$ cat config.mk
export PLATFORM = sky130hd
export DESIGN_NAME = spanning_forest_edge_union
export DESIGN_NICKNAME = d
export VERILOG_FILES = /design/src/hdl/sfeu_pkg.sv /design/src/hdl/sfeu_cell.sv /design/src/hdl/sfeu_ctrl.sv /design/src/hdl/spanning_forest_edge_union.sv
export SDC_FILE = /design/constraint.sdc
export NUM_CORES = 1
export LEC_CHECK = 0
export ABC_AREA = 0
export BUFFER_PORTS_ARGS = -buffer_cell sky130_fd_sc_hd__buf_4
export CAP_MARGIN = 15
export CELL_PAD_IN_SITES_DETAIL_PLACEMENT = 1
export CELL_PAD_IN_SITES_GLOBAL_PLACEMENT = 2
export CORE_MARGIN = 5
export CORE_UTILIZATION = 46
export CTS_CLUSTER_DIAMETER = 200
export DETAILED_ROUTE_END_ITERATION = 10
export PLACE_DENSITY = 0.93
export RECOVER_POWER = 50
export SLEW_MARGIN = 10
export SYNTH_ARGS = -nofsm -noshare
export SYNTH_HDL_FRONTEND = slang
export SYNTH_SLANG_ARGS = --single-unit
$ cat constraint.sdc
create_clock -name clk_i -period 8.82 [get_ports clk_i]
set_input_delay 1.764 -clock clk_i [delete_from_list [all_inputs] [get_ports clk_i]]
set_output_delay 1.764 -clock clk_i [all_outputs]
set_load 0.01 [all_outputs]
$ cat src/hdl/sfeu_pkg.sv
`timescale 1ns / 1ps
// ----------------------------------------------------------------------------
// sfeu_pkg: shared types and constants
// Node count, field widths, cell chain and broadcast structs, control states.
// ----------------------------------------------------------------------------
package sfeu_pkg;

  localparam int Nodes = 16;
  localparam int NodeW = 4;
  localparam int SizeW = 5;

  localparam logic [SizeW-1:0] NodeCountRst = SizeW'(9);

  localparam logic OpClear = 1'b0;
  localparam logic OpEdge  = 1'b1;

  typedef enum logic {
    ST_IDLE,
    ST_MERGE
  } state_e;

  // values gathered along the row of cells
  typedef struct packed {
    logic [NodeW-1:0] la;
    logic [NodeW-1:0] lb;
    logic [SizeW-1:0] sa;
    logic [SizeW-1:0] sb;
  } chain_t;

  // values sent to every cell at once
  typedef struct packed {
    logic [NodeW-1:0] look_a;
    logic [NodeW-1:0] look_b;
    logic [NodeW-1:0] sel_la;
    logic [NodeW-1:0] sel_lb;
    logic             clear;
    logic             merge;
    logic [SizeW-1:0] sum;
  } bcast_t;

  typedef struct packed {
    logic accept;
    logic merge;
  } ctrl_t;

endpackage

$ cat src/hdl/sfeu_cell.sv
`timescale 1ns / 1ps
// ----------------------------------------------------------------------------
// sfeu_cell: one node cell
// Holds one node's group label and the size of the group with its own label;
// ORs its label and size into the values passed along the chain when its index is selected.
// ----------------------------------------------------------------------------
module sfeu_cell (
  input  logic                      clk_i,
  input  logic                      rst_ni,
  input  logic [sfeu_pkg::NodeW-1:0] index_i,
  input  sfeu_pkg::bcast_t          bcast_i,
  input  sfeu_pkg::chain_t          chain_i,
  output sfeu_pkg::chain_t          chain_o
);

  logic [sfeu_pkg::NodeW-1:0] label_q, label_d;
  logic [sfeu_pkg::SizeW-1:0] size_q, size_d;

  always_comb begin
    chain_o = chain_i;
    if (index_i == bcast_i.look_a) chain_o.la = chain_i.la | label_q;
    if (index_i == bcast_i.look_b) chain_o.lb = chain_i.lb | label_q;
    if (index_i == bcast_i.sel_la) chain_o.sa = chain_i.sa | size_q;
    if (index_i == bcast_i.sel_lb) chain_o.sb = chain_i.sb | size_q;
  end

  always_comb begin
    label_d = label_q;
    size_d  = size_q;
    priority if (bcast_i.clear) begin
      label_d = index_i;
      size_d  = sfeu_pkg::SizeW'(1);
    end else if (bcast_i.merge) begin
      if (label_q == bcast_i.sel_lb) label_d = bcast_i.sel_la;
      if (index_i == bcast_i.sel_la) size_d = bcast_i.sum;
      else if (index_i == bcast_i.sel_lb) size_d = '0;
    end
  end

  always_ff @(posedge clk_i or negedge rst_ni) begin
    if (!rst_ni) begin
      label_q <= index_i;
      size_q  <= sfeu_pkg::SizeW'(1);
    end else begin
      label_q <= label_d;
      size_q  <= size_d;
    end
  end

endmodule

$ cat src/hdl/sfeu_ctrl.sv
`timescale 1ns / 1ps
// ----------------------------------------------------------------------------
// sfeu_ctrl: item sequencer
// Takes an item in ST_IDLE, then does the relabel and size update in ST_MERGE.
// ----------------------------------------------------------------------------
module sfeu_ctrl (
  input  logic              clk_i,
  input  logic              rst_ni,
  input  logic              start,
  output logic              busy,
  output sfeu_pkg::ctrl_t   ctrl_o
);

  sfeu_pkg::state_e state_q, state_d;

  always_comb begin
    state_d = state_q;
    unique case (state_q)
      sfeu_pkg::ST_IDLE:  if (start) state_d = sfeu_pkg::ST_MERGE;
      sfeu_pkg::ST_MERGE: state_d = sfeu_pkg::ST_IDLE;
      default:            state_d = sfeu_pkg::ST_IDLE;
    endcase
  end

  always_comb begin
    busy          = 1'b0;
    ctrl_o.accept = 1'b0;
    ctrl_o.merge  = 1'b0;
    unique case (state_q)
      sfeu_pkg::ST_IDLE:  ctrl_o.accept = start;
      sfeu_pkg::ST_MERGE: begin
        busy         = 1'b1;
        ctrl_o.merge = 1'b1;
      end
      default: busy = 1'b0;
    endcase
  end

  always_ff @(posedge clk_i or negedge rst_ni) begin
    if (!rst_ni) begin
      state_q <= sfeu_pkg::ST_IDLE;
    end else begin
      state_q <= state_d;
    end
  end

endmodule

$ cat src/hdl/spanning_forest_edge_union.sv
`timescale 1ns / 1ps
// ----------------------------------------------------------------------------
// spanning_forest_edge_union: edge union over a row of node cells
// The item and its looked-up labels are registered at accept; the relabel/size
// update in ST_MERGE registers the result strobe; no item is taken while busy.
// Reset puts every node in its own group and node_count at 9.
// The result is shown for one cycle; the receiver cannot stall it.
// ----------------------------------------------------------------------------
module spanning_forest_edge_union (
  input  logic                       clk_i,
  input  logic                       rst_ni,
  input  logic                       start,
  output logic                       busy,
  input  logic                       op_i,
  input  logic [sfeu_pkg::NodeW-1:0] first_node_i,
  input  logic [sfeu_pkg::NodeW-1:0] second_node_i,
  input  logic                       cfg_valid_i,
  output logic                       cfg_ready_o,
  input  logic [sfeu_pkg::SizeW-1:0] cfg_data_i,
  output logic                       result_valid_o,
  output logic                       joined_o,
  output logic [sfeu_pkg::NodeW-1:0] group_label_o,
  output logic [sfeu_pkg::SizeW-1:0] group_size_o,
  output logic                       complete_o
);

  sfeu_pkg::ctrl_t  ctrl;
  sfeu_pkg::bcast_t bcast;
  sfeu_pkg::chain_t chain [sfeu_pkg::Nodes+1];

  logic [sfeu_pkg::SizeW-1:0] node_count_q;
  logic                       op_q;
  logic [sfeu_pkg::NodeW-1:0] a_q, b_q, la_q, lb_q;

  logic                       a_ok, b_ok, join_w;
  logic [sfeu_pkg::SizeW:0]   sum_w;
  logic [sfeu_pkg::SizeW-1:0] size_w;
  logic [sfeu_pkg::NodeW-1:0] label_w;

  logic                       valid_q;
  logic                       joined_q, complete_q;
  logic [sfeu_pkg::NodeW-1:0] label_q;
  logic [sfeu_pkg::SizeW-1:0] size_q;

  sfeu_ctrl u_ctrl (
    .clk_i  (clk_i),
    .rst_ni (rst_ni),
    .start  (start),
    .busy   (busy),
    .ctrl_o (ctrl)
  );

  assign cfg_ready_o = 1'b1;

  always_ff @(posedge clk_i or negedge rst_ni) begin
    if (!rst_ni) begin
      node_count_q <= sfeu_pkg::NodeCountRst;
    end else if (cfg_valid_i) begin
      node_count_q <= cfg_data_i;
    end
  end

  assign a_ok = 32'(a_q) < sfeu_pkg::Nodes;
  assign b_ok = 32'(b_q) < sfeu_pkg::Nodes;

  assign sum_w  = {1'b0, chain[sfeu_pkg::Nodes].sa} + {1'b0, chain[sfeu_pkg::Nodes].sb};
  assign join_w = (op_q == sfeu_pkg::OpEdge) && a_ok && b_ok && (la_q != lb_q);

  always_comb begin
    bcast.look_a = first_node_i;
    bcast.look_b = second_node_i;
    bcast.sel_la = la_q;
    bcast.sel_lb = lb_q;
    bcast.clear  = ctrl.merge && (op_q == sfeu_pkg::OpClear);
    bcast.merge  = ctrl.merge && join_w;
    bcast.sum    = sum_w[sfeu_pkg::SizeW-1:0];
  end

  assign chain[0] = '0;

  for (genvar i = 0; i < sfeu_pkg::Nodes; i++) begin : g_cell
    sfeu_cell u_cell (
      .clk_i   (clk_i),
      .rst_ni  (rst_ni),
      .index_i (sfeu_pkg::NodeW'(i)),
      .bcast_i (bcast),
      .chain_i (chain[i]),
      .chain_o (chain[i+1])
    );
  end

  // item beat and looked-up labels
  always_ff @(posedge clk_i) begin
    if (ctrl.accept) begin
      op_q <= op_i;
      a_q  <= first_node_i;
      b_q  <= second_node_i;
      la_q <= chain[sfeu_pkg::Nodes].la;
      lb_q <= chain[sfeu_pkg::Nodes].lb;
    end
  end

  always_comb begin
    if ((op_q == sfeu_pkg::OpClear) || !a_ok) begin
      label_w = a_q;
      size_w  = sfeu_pkg::SizeW'(1);
    end else begin
      label_w = la_q;
      size_w  = join_w ? sum_w[sfeu_pkg::SizeW-1:0] : chain[sfeu_pkg::Nodes].sa;
    end
  end

  always_ff @(posedge clk_i or negedge rst_ni) begin
    if (!rst_ni) begin
      valid_q <= 1'b0;
    end else begin
      valid_q <= ctrl.merge;
    end
  end

  always_ff @(posedge clk_i) begin
    if (ctrl.merge) begin
      joined_q   <= join_w;
      label_q    <= label_w;
      size_q     <= size_w;
      complete_q <= size_w >= node_count_q;
    end
  end

  assign result_valid_o = valid_q;
  assign joined_o       = joined_q;
  assign group_label_o  = label_q;
  assign group_size_o   = size_q;
  assign complete_o     = complete_q;

endmodule
* Yosys cells after proc, flatten, opt, wreduce, memory -nomap -nowiden
Index checks and enable logic that the tools add are counted.
** Word-level totals
- Word-level logic and storage cells :: 439
- Bits in registers :: 175
- Input port bits :: 18
- Output and inout port bits :: 14
** Operators by class
- Reductions and logical operators :: 72
- Equal/unequal tests :: 77
- Bitwise logic cells :: 62
- Mux-type cells :: 183
- $lt $le $gt $ge :: 1
- $add $sub $neg :: 1
** Operators with widths (count)
- $mux W5 :: 98
- $mux W4 :: 81
- $or A5 B5 Y5 :: 30
- $eq A4 B4 Y1 const A :: 32
- $or A4 B4 Y4 :: 30
- $eq A3 B4 Y1 const A :: 16
- $eq A4 B4 Y1 :: 16
- $reduce_and A2 Y1 :: 32
- $reduce_bool A3 Y1 :: 16
- $reduce_bool A2 Y1 :: 17
- $eq A2 B4 Y1 const A :: 8
- $eq A1 B4 Y1 const A :: 4
- $logic_not A4 Y1 :: 4
- $add A5 B5 Y5 :: 1
- $ge A5 B5 Y1 :: 1
- $ne A4 B4 Y1 :: 1
- $logic_and A1 B1 Y1 :: 3
- $mux W1 :: 3
- $not A1 Y1 :: 2
- $pmux W1 S2 :: 1

* Longest topological paths before layout
Gate-level depths: netlist of run 1.
- Depth after elaboration :: 36
- Mapped depth :: 19
- Depth with buffers taken out :: 17

* Worst setup path before layout of run 1
No wires, ideal clock.
- Path type :: reg-to-reg
- Start point :: register la_q[1] in the netlist's numbering
- End point :: register complete_q (netlist: complete_o) (data pin)
- Path buffers :: 2
- Data arrival time :: 3.668 ns
- Library setup time :: 0.257 ns
- Slack :: 4.895 ns
- Stages on the path, launching flop included :: 20
- Clock period less this slack :: 3.925 ns
- Required time :: 8.563 ns
- Path through :: edfxtp_1 -> buf_6 -> or2_2 -> clkbuf_1 -> nor3_1 -> a22oi_1 -> o221ai_1 -> or3_1 -> ha_1 -> inv_1 -> fa_1 -> inv_1 -> o21ai_0 -> a21oi_1 -> ha_1 -> a21o_1 -> a21oi_1 -> nor2b_1 -> o21ai_0 -> nand2b_1
** Between the ends
- Word-level cells in the longest chain between the ends :: 36
- Elaborated cells on any way between the ends :: 53
- Those cells by class :: 1 x add/sub; 1 x order compare; 16 x eq/ne; 18 x mux; 15 x bitwise; 2 x reduce/logical
** Ends and longest elaborated chain
- from (decl) :: RTL line spanning_forest_edge_union.sv:33 : logic [sfeu_pkg::NodeW-1:0] a_q, b_q, la_q, lb_q;
- from (signal assigned) :: RTL line spanning_forest_edge_union.sv:98 : la_q <= chain[sfeu_pkg::Nodes].la;
- $logic_not A4 Y1 :: RTL line sfeu_cell.sv:23 : if (index_i == bcast_i.sel_la) chain_o.sa = chain_i.sa | size_q;
- $mux W5 :: RTL line sfeu_cell.sv:23
- $or A5 B5 Y5 :: RTL line sfeu_cell.sv:23
- $mux W5 :: RTL line sfeu_cell.sv:23
- $or A5 B5 Y5 :: RTL line sfeu_cell.sv:23
- $mux W5 :: RTL line sfeu_cell.sv:23
- $or A5 B5 Y5 :: RTL line sfeu_cell.sv:23
- $mux W5 :: RTL line sfeu_cell.sv:23
- (+21 left out)
- $mux W5 :: RTL line sfeu_cell.sv:23
- $or A5 B5 Y5 :: RTL line sfeu_cell.sv:23
- $mux W5 :: RTL line sfeu_cell.sv:23
- $add A5 B5 Y5 :: RTL line spanning_forest_edge_union.sv:66 : assign sum_w = {1'b0, chain[sfeu_pkg::Nodes].sa} + {1'b0, chain[sfeu_pkg::Nodes].sb};
- $mux W5 * :: RTL line spanning_forest_edge_union.sv:109 : size_w = join_w ? sum_w[sfeu_pkg::SizeW-1:0] : chain[sfeu_pkg::Nodes].sa;
- $mux W5 * :: RTL line spanning_forest_edge_union.sv:104 : if ((op_q == sfeu_pkg::OpClear) || !a_ok) begin
- named net size_w, one bit :: RTL line spanning_forest_edge_union.sv:37 : logic [sfeu_pkg::SizeW-1:0] size_w;
- $ge A5 B5 Y1 * :: RTL line spanning_forest_edge_union.sv:126 : complete_q <= size_w >= node_count_q;
- to (signal assigned) :: RTL line spanning_forest_edge_union.sv:126
- to (decl) :: RTL line spanning_forest_edge_union.sv:41 : logic joined_q, complete_q;
The timed path passes the listed nets; every way through them passes the cells marked *.
A chain may end at the register's enable or synchronous reset.

* Worst setup path after layout of run 1
- Start point :: register la_q[0] in the netlist's numbering
- End point :: register complete_q (netlist: complete_o) (data pin)
** Between the ends
- Word-level cells in the longest chain between the ends :: 36
- Elaborated cells on any way between the ends :: 53
- Those cells by class :: 1 x add/sub; 1 x order compare; 16 x eq/ne; 18 x mux; 15 x bitwise; 2 x reduce/logical
** Ends and longest elaborated chain (RTL line)
- $logic_not A4 Y1 :: sfeu_cell.sv:23
- $mux W5 :: sfeu_cell.sv:23
- $or A5 B5 Y5 :: sfeu_cell.sv:23
- $mux W5 :: sfeu_cell.sv:23
- $or A5 B5 Y5 :: sfeu_cell.sv:23
- $mux W5 :: sfeu_cell.sv:23
- $or A5 B5 Y5 :: sfeu_cell.sv:23
- $mux W5 :: sfeu_cell.sv:23
- (+20 left out)
- $or A5 B5 Y5 :: sfeu_cell.sv:23
- $mux W5 :: sfeu_cell.sv:23
- $or A5 B5 Y5 :: sfeu_cell.sv:23
- $mux W5 :: sfeu_cell.sv:23
- $add A5 B5 Y5 :: spanning_forest_edge_union.sv:66
- $mux W5 * :: spanning_forest_edge_union.sv:109
- $mux W5 * :: spanning_forest_edge_union.sv:104
- $ge A5 B5 Y1 * :: spanning_forest_edge_union.sv:126
Mark *: on every way between the ends. The rest lies on a longest branch, timed or not.

==> flow_summary.json, run 1 <==
{
  "cts.clk_slew.worst_paths_ns": 0.08,
  "gr-total-overflow": 0,
  "crit_path_end_kind": "flop",
  "synth_seq_area_share_pct": 44.4,
  "slew_headroom_pct": -97.0,
  "combPwrFrac_pct": 27.4,
  "hold_path.class": "flop to flop",
  "internal-power_mw": 1.85,
  "ys_top_cells_by_count": "dfrtp_1, mux2_2, a22o_1, dfstp_2, nand2_1",
  "fin_cells": 1258,
  "finalCritPeriodShare_pct": 57.6,
  "syn_nets": 993,
  "slew_violations": 62,
  "synth-seq-cells": 175,
  "violations": "capacitance limit, slew limit",
  "final-hold-violation-count": 0,
  "rows": 54,
  "place_inst": 1224,
  "ios": 32,
  "antenna_found_initial": 0,
  "num-nets-final": 993,
  "area_delta_synth_final_pct": 9.29,
  "cts_setup_buffers": 0,
  "insertedDiodeCount": 0,
  "grt_pass1_wl_mm": 54.1,
  "wirelength_mm": 35.2,
  "cts_max_path_buffers": 2,
  "core-area_mm2": 0.0219,
  "leakagePower_nw": 4.44,
  "critPathLaunchType": "flop",
  "required_ns": 9.02,
  "numCtsBuffers": 17,
  "yosysUniqueCellTypes": 63,
  "synth_edf_count": 24,
  "dpl.hpwl_mm": 24.1,
  "root_buffer": "clkbuf_16",
  "drt_first_iter_violations": 863,
  "async_reset_ff_share_pct": 86.3,
  "die_area_mm2": 0.0254,
  "htreeDepth": 4,
  "p_clk_share_pct": 27.8,
  "crit_type": "flop to flop",
  "synth-main-ff-cell": "dfrtp_1",
  "insertion_delay_ns": 0.45,
  "rsz0062_at_grt": "no",
  "maxCapViolCount": 2,
  "layout-drive-gt1-share_pct": 21.8,
  "vias_per_cell": 6.74,
  "switching_power_mw": 1.05,
  "tritoncts": "done",
  "n_fill_cell": 2351,
  "gp_congestion": 0.969,
  "synth_cells": 965,
  "chipWidth_um": 159,
  "grt_use_total_pct": 27.4,
  "postRouteAntennaNets": 0,
  "min_period_ns": 5.08,
  "wl_per_cell_um": 28.0,
  "clock_sinks": 175,
  "fin_util_pct": 51.3,
  "drc_errors": 0,
  "vdd_ir_drop_max_mv": 0.154,
  "dr.pass1.iters": 5,
  "powerDensity_mw_per_mm2": 258,
  "worst_pin_slew_ns": 2.96,
  "swShare_pct": 36.3,
  "fmax_mhz": 197,
  "cts-hold-fix-buffers": 0,
  "ys_top_cells_by_area": "dfrtp_1, dfstp_2, mux2_2, edfxtp_1, a22o_1",
  "grt_max_degree": 102,
  "synth_top_area_share_pct": 24.6,
  "yosysMostFrequentCell": "dfrtp_1",
  "ctsResizeCount": 0,
  "synth_top_area_cell": "dfrtp_1",
  "vias": 8477,
  "finalSetupTns_ns": 0,
  "path_max_fanout": 17,
  "grt_pass1_vias": 8939,
  "syn_avg_cell_area_um2": 10.6,
  "fp.dieH_um": 159,
  "final-setup-viol-count": 0,
  "fin_skew_ns": 0.0118,
  "p_seq_share_pct": 44.8,
  "cp.arrival_ns": 5.28,
  "regArea_mm2": 0.00456,
  "multiInputGateArea_mm2": 0.00534,
  "initial_core_util_pct": 46.9,
  "yosys_warnings": 0,
  "io_buffers": 30,
  "outcome": "finished with violations",
  "synth_area_mm2": 0.0103
}
[registers in the layout, indices dropped and copies added, names as in the netlist]
| signal | flops |
|---|---|
| a_q | 4 |
| complete_o | 1 |
| g_cell.u_cell.label_q | 64 |
| g_cell.u_cell.size_q | 80 |
| group_label_o | 4 |
| group_size_o | 5 |
| joined_o | 1 |
| la_q | 4 |
| lb_q | 4 |
| node_count_q | 5 |
| op_q | 1 |
| result_valid_o | 1 |
| u_ctrl.state_q | 1 |
[kinds of logic after synthesis]
kind of cell             Yosys count  synth area share, %
flip-flops                       175                 44.4
multiplexers                     110                 11.6
AND/OR/NAND/NOR                  190                 9.13
buffers and inverters             82                 3.47
other                              1               0.0365
AO/OA/AOI/OAI                    325                 23.8
XOR/XNOR                          72                 6.28
adder cells (fa/ha/maj)           10                 1.29
[layout by cell type (no fill, tap or decap), types with 26 or more instances in the layout]
cell	instances
a21oi_1	39
a221oi_1	36
a22o_1	67
a22oi_1	29
buf_4	27
dfrtp_1	101
dfstp_2	50
mux2_2	70
mux2i_1	40
nand2_1	50
nor2_1	45
o21ai_0	46
xnor2_1	26
xor2_1	44
[cell type report]
class                           instances  share of cell area, %
Sequential cell                       175                   40.6
Clock buffer                           20                   4.36
Tap cell                              280                   3.12
Clock inverter                         12                   1.19
Timing Repair Buffer                   51                   2.74
Inverter                               12                  0.401
Multi-Input combinational cell        708                   47.6
[path summary, 6_finish.rpt]
kind	startpoint	end	slack, ns	cells past startpoint
setup reg to reg	la_q[0]$_DFFE_PP_	complete_o$_DFFE_PP_	3.74	16
hold / removal	g_cell[11].u_cell.size_q[0]$_DFFE_PN1P_	g_cell[11].u_cell.size_q[0]$_DFFE_PN1P_	0.50	2
max in group asynchronous	rst_ni	g_cell[9].u_cell.label_q[2]$_DFFE_PN0P_	4.10	2
hold reg to reg	g_cell[11].u_cell.size_q[0]$_DFFE_PN1P_	g_cell[11].u_cell.size_q[0]$_DFFE_PN1P_	0.50	2
setup / recovery	la_q[0]$_DFFE_PP_	complete_o$_DFFE_PP_	3.74	16
min in group asynchronous	rst_ni	node_count_q[2]$_DFFE_PN0P_	1.43	1
[per-layer routing]
| metal | up-vias | track usage, % | routed length, µm |
|---|---|---|---|
| met5 | - | 0 | 0 |
| li1 | 3702 | - | - |
| met2 | 319 | 45.2 | 17200 |
| met4 | 0 | 14.0 | 1820 |
| met3 | 115 | 5.10 | 1790 |
| met1 | 4341 | 34.3 | 14300 |
[worst max-delay path: stages (launching register included)]
cell and delay, ns:
edfxtp_1 0.60, buf_4 0.29, or2_2 0.37, nor3_1 0.68, a22oi_1 0.30, o221ai_1 0.14
or3_1 0.19, ha_1 0.73, mux2i_1 0.23, and2_1 0.26, ha_1 0.26, nand2b_1 0.14
a21o_1 0.17, a21oi_1 0.17, nor2b_1 0.07, o21ai_0 0.17, nand2b_1 0.08
[power groups by stage]
stage                     combinational (mW)  clock (mW)  sequential, mW
final                                  0.795       0.807            1.30
after CTS                              0.796       0.815            1.29
after floorplan                        0.587           0            1.22
after detailed placement               0.782           0            1.30
after global placement                 0.752           0            1.29
after global routing                   0.850       0.851            1.32
[through the flow]
stage                     setup WS (ns)  hold slack (ns)  total power [mW]  instance area [µm²]
after floorplan                    4.89            0.464              1.80                10300
after global placement             4.12            0.476              2.05                10700
after detailed placement           3.92            0.491              2.09                10700
after CTS                          3.91            0.505              2.90                11300
after global routing               3.47            0.537              3.02                11200
final                              3.74            0.500              2.90                11200
Power figures use the tool's default switching activity.
==> run 2, diff against run 1 <==
--- a/config.mk
+++ b/config.mk
@@ -5,16 +5,16 @@
 export SDC_FILE = /design/constraint.sdc
 export NUM_CORES = 1
 export LEC_CHECK = 0
-export ABC_AREA = 0
+export ABC_AREA = 1
 export BUFFER_PORTS_ARGS = -buffer_cell sky130_fd_sc_hd__buf_4
 export CAP_MARGIN = 15
 export CELL_PAD_IN_SITES_DETAIL_PLACEMENT = 1
 export CELL_PAD_IN_SITES_GLOBAL_PLACEMENT = 2
 export CORE_MARGIN = 5
-export CORE_UTILIZATION = 46
+export CORE_UTILIZATION = 34
 export CTS_CLUSTER_DIAMETER = 200
 export DETAILED_ROUTE_END_ITERATION = 10
-export PLACE_DENSITY = 0.93
+export PLACE_DENSITY = 0.83
 export RECOVER_POWER = 50
 export SLEW_MARGIN = 10
 export SYNTH_ARGS = -nofsm -noshare
==> constraint.sdc (replaced) <==
create_clock -name clk_i -period 4.6 [get_ports clk_i]
set_input_delay 0.92 -clock clk_i [delete_from_list [all_inputs] [get_ports clk_i]]
set_output_delay 0.92 -clock clk_i [all_outputs]
set_load 0.01 [all_outputs]
==> run 2 against run 1 <==
  * The run still ends with capacitance limit, slew limit left
  * Cell area rose by 4.7%
  * Die area rose by 36%
  * Largest cell class unchanged
  * Wire length rose by 18%
  * Power rose by 87%
==> flow_summary.json, run 2 <==
{
  "outcome": "finished with violations",
  "violations": "capacitance limit, slew limit",
  "ios": 32,
  "rsz0062_at_grt": "no",
  "fin_skew_ns": 0.0184,
  "grt_max_degree": 101,
  "p_clk_share_pct": 28.2,
  "num-nets-final": 1434,
  "powerDensity_mw_per_mm2": 462,
  "ys_top_cells_by_count": "nand2_1, o21ai_0, inv_1, nor2_1, dfrtp_1",
  "synth_seq_area_share_pct": 43.4,
  "required_ns": 4.80,
  "numCtsBuffers": 17,
  "tritoncts": "done",
  "cts_max_path_buffers": 2,
  "chipWidth_um": 186,
  "synth-seq-cells": 175,
  "wl_per_cell_um": 22.9,
  "dpl-instance-area_mm2": 0.0112,
  "layout-drive-gt1-share_pct": 12.7,
  "dr.pass1.iters": 5,
  "htreeDepth": 4,
  "dpl.hpwl_mm": 31.6,
  "yosysUniqueCellTypes": 46,
  "fp.dieH_um": 186,
  "initial_core_util_pct": 34.4,
  "rrSetupSlack_ns": 0.64,
  "grt_pass1_vias": 10500,
  "yosys_warnings": 0,
  "final_area_mm2": 0.0118,
  "cts-hold-fix-buffers": 0,
  "antenna_found_initial": 0,
  "holdWs_ns": 0.512,
  "combPwrFrac_pct": 28.1,
  "cts.clk_slew.worst_paths_ns": 0.08,
  "async_reset_ff_share_pct": 86.3,
  "swShare_pct": 40.0,
  "grt_use_total_pct": 24.5,
  "finalCritPeriodShare_pct": 86.1,
  "ys_top_cells_by_area": "dfrtp_1, dfstp_2, nand2_1, o21ai_0, edfxtp_1",
  "min_period_ns": 3.96,
  "syn_avg_cell_area_um2": 7.68,
  "synth_cells": 1368,
  "maxCapViolCount": 1,
  "synth-main-ff-cell": "dfrtp_1",
  "synth_top_area_cell": "dfrtp_1",
  "internal-power_mw": 3.26,
  "critPathLaunchType": "flop",
  "ctsResizeCount": 0,
  "clock_sinks": 175,
  "cts_setup_buffers": 0,
  "fmax_mhz": 253,
  "drt_first_iter_violations": 742,
  "gp_congestion": 1.02,
  "vdd_ir_drop_max_mv": 0.273,
  "core-area_mm2": 0.0306,
  "crit_path_end_kind": "flop",
  "die_area_mm2": 0.0345,
  "root_buffer": "clkbuf_16",
  "insertion_delay_ns": 0.46,
  "switching_power_mw": 2.17,
  "syn_nets": 1396,
  "drc_errors": 0,
  "reg_top3": "g_cell.u_cell.size_q x80, g_cell.u_cell.label_q x64",
  "hold_path.class": "flop to flop",
  "leakagePower_nw": 5.15,
  "synth_top_area_share_pct": 24.0,
  "yosysMostFrequentCell": "nand2_1",
  "crit_type": "flop to flop",
  "vias": 9795,
  "power_mw": 5.43,
  "gr-total-overflow": 0,
  "grt_pass1_wl_mm": 63.6,
  "io_buffers": 30,
  "largest_reg_flops": 80,
  "area_delta_synth_final_pct": 11.8,
  "largest_register": "g_cell.u_cell.size_q",
  "cp.arrival_ns": 4.16,
  "path_max_fanout": 9,
  "slew_headroom_pct": -80.2,
  "slew_violations": 101,
  "finalSetupTns_ns": 0,
  "final_common_cell": "nand2_1",
  "worst_pin_slew_ns": 2.70,
  "fin_util_pct": 38.4,
  "postRouteAntennaNets": 0,
  "insertedDiodeCount": 0,
  "layout_common_cells": "nand2_1, o21ai_0, inv_1, nor2_1, dfrtp_1",
  "rows": 64,
  "synth_edf_count": 24,
  "final-hold-violation-count": 0,
  "vias_per_cell": 5.40,
  "final-setup-viol-count": 0,
  "p_seq_share_pct": 43.7,
  "wirelength_mm": 41.6,
  "synth_area_mm2": 0.0105
}
==> run 2: per-stage QoR <==
step / setup slack, ns / std cells
6_report: 0.640 / 1815
5_1_grt: 0.339 / 1815
4_1_cts: 0.655 / 1815
3_5_place_dp: 0.681 / 1783
3_3_place_gp: 0.801 / 1783
2_1_floorplan: 1.23 / 1368
==> run 2: worst max-delay path: stages, from the launching register on <==
cell and delay (ns):
edfxtp_1 0.50, inv_1 0.12, nor2_2 0.41, nand2_1 0.33, o22ai_1 0.26, nor2_1 0.06
nand4_1 0.13, ha_1 0.20, inv_1 0.07, fa_1 0.45, xnor2_1 0.22, inv_1 0.12
o21ai_0 0.22, ha_1 0.27, inv_1 0.06, o21bai_1 0.07, a21oi_1 0.13, o21bai_1 0.07
==> run 2: final cells by class <==
| class | count | area (µm²) |
|---|---|---|
| fill | 3809 | 18800 |
| multi-input combinational | 976 | 5050 |
| sequential | 175 | 4560 |
| inverter | 187 | 702 |
| tap | 396 | 495 |
| clock buffer | 17 | 425 |
| timing repair buffer | 49 | 329 |
| clock inverter | 15 | 189 |
==> run 2: kinds of logic (layout without fill, tap and decap cells) <==
| logic type | after synthesis | in the layout | share of synthesized area [%] |
|---|---|---|---|
| adders and majority gates | 10 | 10 | 1.26 |
| xor gates and xnor gates | 62 | 62 | 5.24 |
| buffers and inverters | 217 | 268 | 8.56 |
| muxes | 1 | 1 | 0.107 |
| other | 1 | 1 | 0.0357 |
| DFF | 175 | 175 | 43.4 |
| and+or+nand+nor | 598 | 598 | 24.8 |
| AOI/OAI and AO/OA | 304 | 304 | 16.6 |
==> run 2: final timing paths <==
check | startpoint | endpoint | cells after the start
setup / recovery | la_q[0]$_DFFE_PP_ | complete_o$_DFFE_PP_ | 17
hold / removal | g_cell[6].u_cell.label_q[1]$_DFFE_PN1P_ | g_cell[6].u_cell.label_q[1]$_DFFE_PN1P_ | 2
setup reg to reg | la_q[0]$_DFFE_PP_ | complete_o$_DFFE_PP_ | 17
hold reg to reg | g_cell[6].u_cell.label_q[1]$_DFFE_PN1P_ | g_cell[6].u_cell.label_q[1]$_DFFE_PN1P_ | 2
max in group asynchronous | rst_ni | g_cell[3].u_cell.label_q[2]$_DFFE_PN0P_ | 2
min in group asynchronous | rst_ni | node_count_q[2]$_DFFE_PN0P_ | 1
==> run 2: routing by layer <==
| metal | GRT usage, % | wire [µm] | part of all wire (%) | up-vias |
|---|---|---|---|---|
| met5 | 0 | 0 | 0 | - |
| met3 | 2.85 | 1190 | 2.9 | 74 |
| li1 | - | - | - | 4586 |
| met4 | 10.2 | 1590 | 3.8 | 0 |
| met2 | 44.6 | 21500 | 52 | 220 |
| met1 | 29.1 | 17300 | 42 | 4915 |
==> run 2: power by group through the flow <==
stage          registers (mW)  clock network (mW)  logic, mW
2_1_floorplan            2.25                   0       1.06
3_3_place_gp             2.39                   0       1.49
3_5_place_dp             2.40                   0       1.52
4_1_cts                  2.37                1.56       1.53
5_1_grt                  2.41                1.62       1.70
6_report                 2.37                1.53       1.53
==> run 3, diff against run 2 <==
--- a/config.mk
+++ b/config.mk
@@ -11,12 +11,11 @@
 export CELL_PAD_IN_SITES_DETAIL_PLACEMENT = 1
 export CELL_PAD_IN_SITES_GLOBAL_PLACEMENT = 2
 export CORE_MARGIN = 5
-export CORE_UTILIZATION = 34
+export CORE_UTILIZATION = 38
 export CTS_CLUSTER_DIAMETER = 200
 export DETAILED_ROUTE_END_ITERATION = 10
-export PLACE_DENSITY = 0.83
+export PLACE_DENSITY = 0.88
 export RECOVER_POWER = 50
-export SLEW_MARGIN = 10
 export SYNTH_ARGS = -nofsm -noshare
 export SYNTH_HDL_FRONTEND = slang
 export SYNTH_SLANG_ARGS = --single-unit
==> constraint.sdc (replaced) <==
create_clock -name clk_i -period 4.5 [get_ports clk_i]
set_input_delay 0.9 -clock clk_i [delete_from_list [all_inputs] [get_ports clk_i]]
set_output_delay 0.9 -clock clk_i [all_outputs]
set_load 0.01 [all_outputs]
==> run 3 against run 2 <==
  * The run still ends with capacitance limit, slew limit left
  * Combinational power is essentially flat
  * Worst hold slack lost 0.017 ns
  * Utilization grew 4.6 points
  * Largest power group unchanged
  * Critical path type unchanged
  * Fmax decreased by 4.1%
  * Sequential share of layout area rose by 0.28 points
  * Cell area is 0.72% lower
  * Clock skew is essentially flat
  * Die area is 10% lower
  * Register-to-register slack worse by 0.27 ns
==> flow_summary.json, run 3 (synthesis gave the netlist of run 2 again) <==
{
  "crit_chain": "inv_1 -> nor2_2 -> nand2_1 -> o22ai_1 -> nor2_1 -> nand4_1 -> ha_1 -> inv_1 -> fa_1 -> xnor2_1 -> inv_1 -> o21ai_0 -> ha_1 -> inv_1 -> o21bai_1 -> a21oi_1 -> o21bai_1",
  "rrSetupSlack_ns": 0.37,
  "largest_register": "g_cell.u_cell.size_q",
  "cts_max_path_buffers": 2,
  "combPwrFrac_pct": 28.3,
  "swShare_pct": 39.3,
  "vias": 9763,
  "root_buffer": "clkbuf_16",
  "dpl-instance-area_mm2": 0.0112,
  "min_period_ns": 4.13,
  "htreeDepth": 4,
  "insertedDiodeCount": 0,
  "cts.clk_slew.worst_paths_ns": 0.08,
  "worstReg2RegEnd": "complete_o$_DFFE_PP_",
  "fin_skew_ns": 0.0179,
  "worst_pin_slew_ns": 2.01,
  "core-area_mm2": 0.0271,
  "path_max_fanout": 9,
  "io_buffers": 30,
  "grt_pass1_wl_mm": 61.2,
  "crit_type": "flop to flop",
  "drt_first_iter_violations": 742,
  "layout-drive-gt1-share_pct": 12.7,
  "vias_per_cell": 5.45,
  "dr.pass1.iters": 5,
  "fin_util_pct": 43.1,
  "leakagePower_nw": 5.13,
  "hold_path.class": "flop to flop",
  "largest_reg_flops": 80,
  "crit_top_cell": "inv_1",
  "switching_power_mw": 2.14,
  "ctsResizeCount": 0,
  "rows": 60,
  "cts_setup_buffers": 0,
  "rsz0062_at_grt": "no",
  "gr-total-overflow": 0,
  "cp.arrival_ns": 4.34,
  "multiInputGateArea_mm2": 0.00504,
  "final_area_mm2": 0.0117,
  "slowest_stage": "edfxtp_1",
  "cts-hold-fix-buffers": 0,
  "die_area_mm2": 0.0311,
  "violations": "capacitance limit, slew limit",
  "critPathLaunchType": "flop",
  "fin_ws_ns": 0.372,
  "critical_path.max_stage_delay_ns": 0.50,
  "powerDensity_mw_per_mm2": 467,
  "tritoncts": "done",
  "fp.dieH_um": 176,
  "insertion_delay_ns": 0.47,
  "ios": 32,
  "n_fill_cell": 3386,
  "finalCritPeriodShare_pct": 91.7,
  "outcome": "finished with violations",
  "maxCapViolCount": 2,
  "slew_violations": 154,
  "clock_sinks": 175,
  "postRouteAntennaNets": 0,
  "wl_per_cell_um": 22.1,
  "fmax_mhz": 242,
  "crit_path_end_kind": "flop",
  "numCtsBuffers": 17,
  "final_common_cell": "nand2_1",
  "worstReg2RegStart": "la_q[0]$_DFFE_PP_",
  "final-hold-violation-count": 0,
  "regArea_mm2": 0.00456,
  "gp_congestion": 1.03,
  "wirelength_mm": 39.6,
  "crit_path_start": "la_q[0]$_DFFE_PP_",
  "dpl.hpwl_mm": 30.3,
  "p_seq_share_pct": 44.3,
  "initial_core_util_pct": 38.8,
  "finalSetupTns_ns": 0,
  "area_delta_synth_final_pct": 11.0,
  "slew_headroom_pct": -34.0,
  "final-setup-viol-count": 0,
  "reg_top3": "g_cell.u_cell.size_q x80, g_cell.u_cell.label_q x64",
  "grt_pass1_vias": 10300,
  "p_clk_share_pct": 27.4,
  "layout_common_cells": "nand2_1, o21ai_0, inv_1, nor2_1, dfrtp_1",
  "num-nets-final": 1434,
  "grt_use_total_pct": 25.9,
  "setup.worst_path.end": "complete_o$_DFFE_PP_",
  "grt_max_degree": 79,
  "reg2reg_depth": 17,
  "internal-power_mw": 3.31,
  "vdd_ir_drop_max_mv": 0.283,
  "chipWidth_um": 176,
  "post-place-ws_ns": 0.404,
  "antenna_found_initial": 0,
  "required_ns": 4.71,
  "drc_errors": 0
}
-- run 3: changes by cell type in the layout (fill, tap and decap cells not counted), sizes merged --
cell and delta:
clkbuf -1, inv +1, clkinv -2, clkinvlp +1, buf +1
-- run 3: worst max-delay path: cells and delay by family (launching register included) --
| family | cells | cell delay, ns |
|---|---|---|
| DFF | 1 | 0.50 |
| adders and majority gates | 3 | 0.94 |
| buffers and inverters | 4 | 0.42 |
| AOI/OAI and AO/OA | 5 | 0.85 |
| and+or+nand+nor | 4 | 0.95 |
| xor gates and xnor gates | 1 | 0.22 |
-- run 3: worst min path at each step --
stage / from / endpoint / slack (ns) / cells past startpoint
after floorplan: g_cell[14].u_cell.size_q[1]$_DFFE_PN0P_ / g_cell[14].u_cell.size_q[1]$_DFFE_PN0P_ / 0.45 / 2
after global placement: g_cell[14].u_cell.size_q[0]$_DFFE_PN1P_ / g_cell[14].u_cell.size_q[0]$_DFFE_PN1P_ / 0.48 / 2
after detailed placement: g_cell[14].u_cell.size_q[0]$_DFFE_PN1P_ / g_cell[14].u_cell.size_q[0]$_DFFE_PN1P_ / 0.48 / 2
after CTS: rst_ni / node_count_q[1]$_DFFE_PN0P_ / 0.49 / 1
after global routing: g_cell[11].u_cell.label_q[3]$_DFFE_PN1P_ / g_cell[11].u_cell.label_q[3]$_DFFE_PN1P_ / 0.53 / 2
final: g_cell[14].u_cell.size_q[0]$_DFFE_PN1P_ / g_cell[14].u_cell.size_q[0]$_DFFE_PN1P_ / 0.50 / 2
-- run 3: metrics by stage --
stage / hold slack, ns / instances / power [mW]
CTS: 0.488 / 1791 / 5.49
global placement: 0.478 / 1759 / 3.94
finish: 0.495 / 1791 / 5.45
global route: 0.527 / 1791 / 5.75
floorplan: 0.453 / 1368 / 3.38
detailed placement: 0.485 / 1759 / 3.99
-- run 3: cell type report --
class / instances / area share [%]
Timing Repair Buffer: 49 / 2.85
Clock inverter: 15 / 1.21
Sequential cell: 175 / 39.1
Multi-Input combinational cell: 976 / 43.2
Inverter: 187 / 6.02
Clock buffer: 17 / 3.65
Tap cell: 372 / 3.99
-- run 3: power by group through the flow --
| stage | Combinational, mW | Clock (mW) | Sequential, mW |
|---|---|---|---|
| after global routing | 1.70 | 1.58 | 2.46 |
| after detailed placement | 1.55 | 0 | 2.44 |
| after global placement | 1.51 | 0 | 2.43 |
| after CTS | 1.56 | 1.51 | 2.42 |
| after floorplan | 1.08 | 0 | 2.30 |
| final | 1.54 | 1.49 | 2.41 |
-- run 3: routing by layer --
metal / wire [µm] / global-route usage, % / vias to the layer above
met2: 20400 / 47.6 / 255
met4: 1380 / 9.32 / 0
met3: 1430 / 3.45 / 85
met5: 0 / 0 / -
li1: - / - / 4591
met1: 16300 / 30.9 / 4832
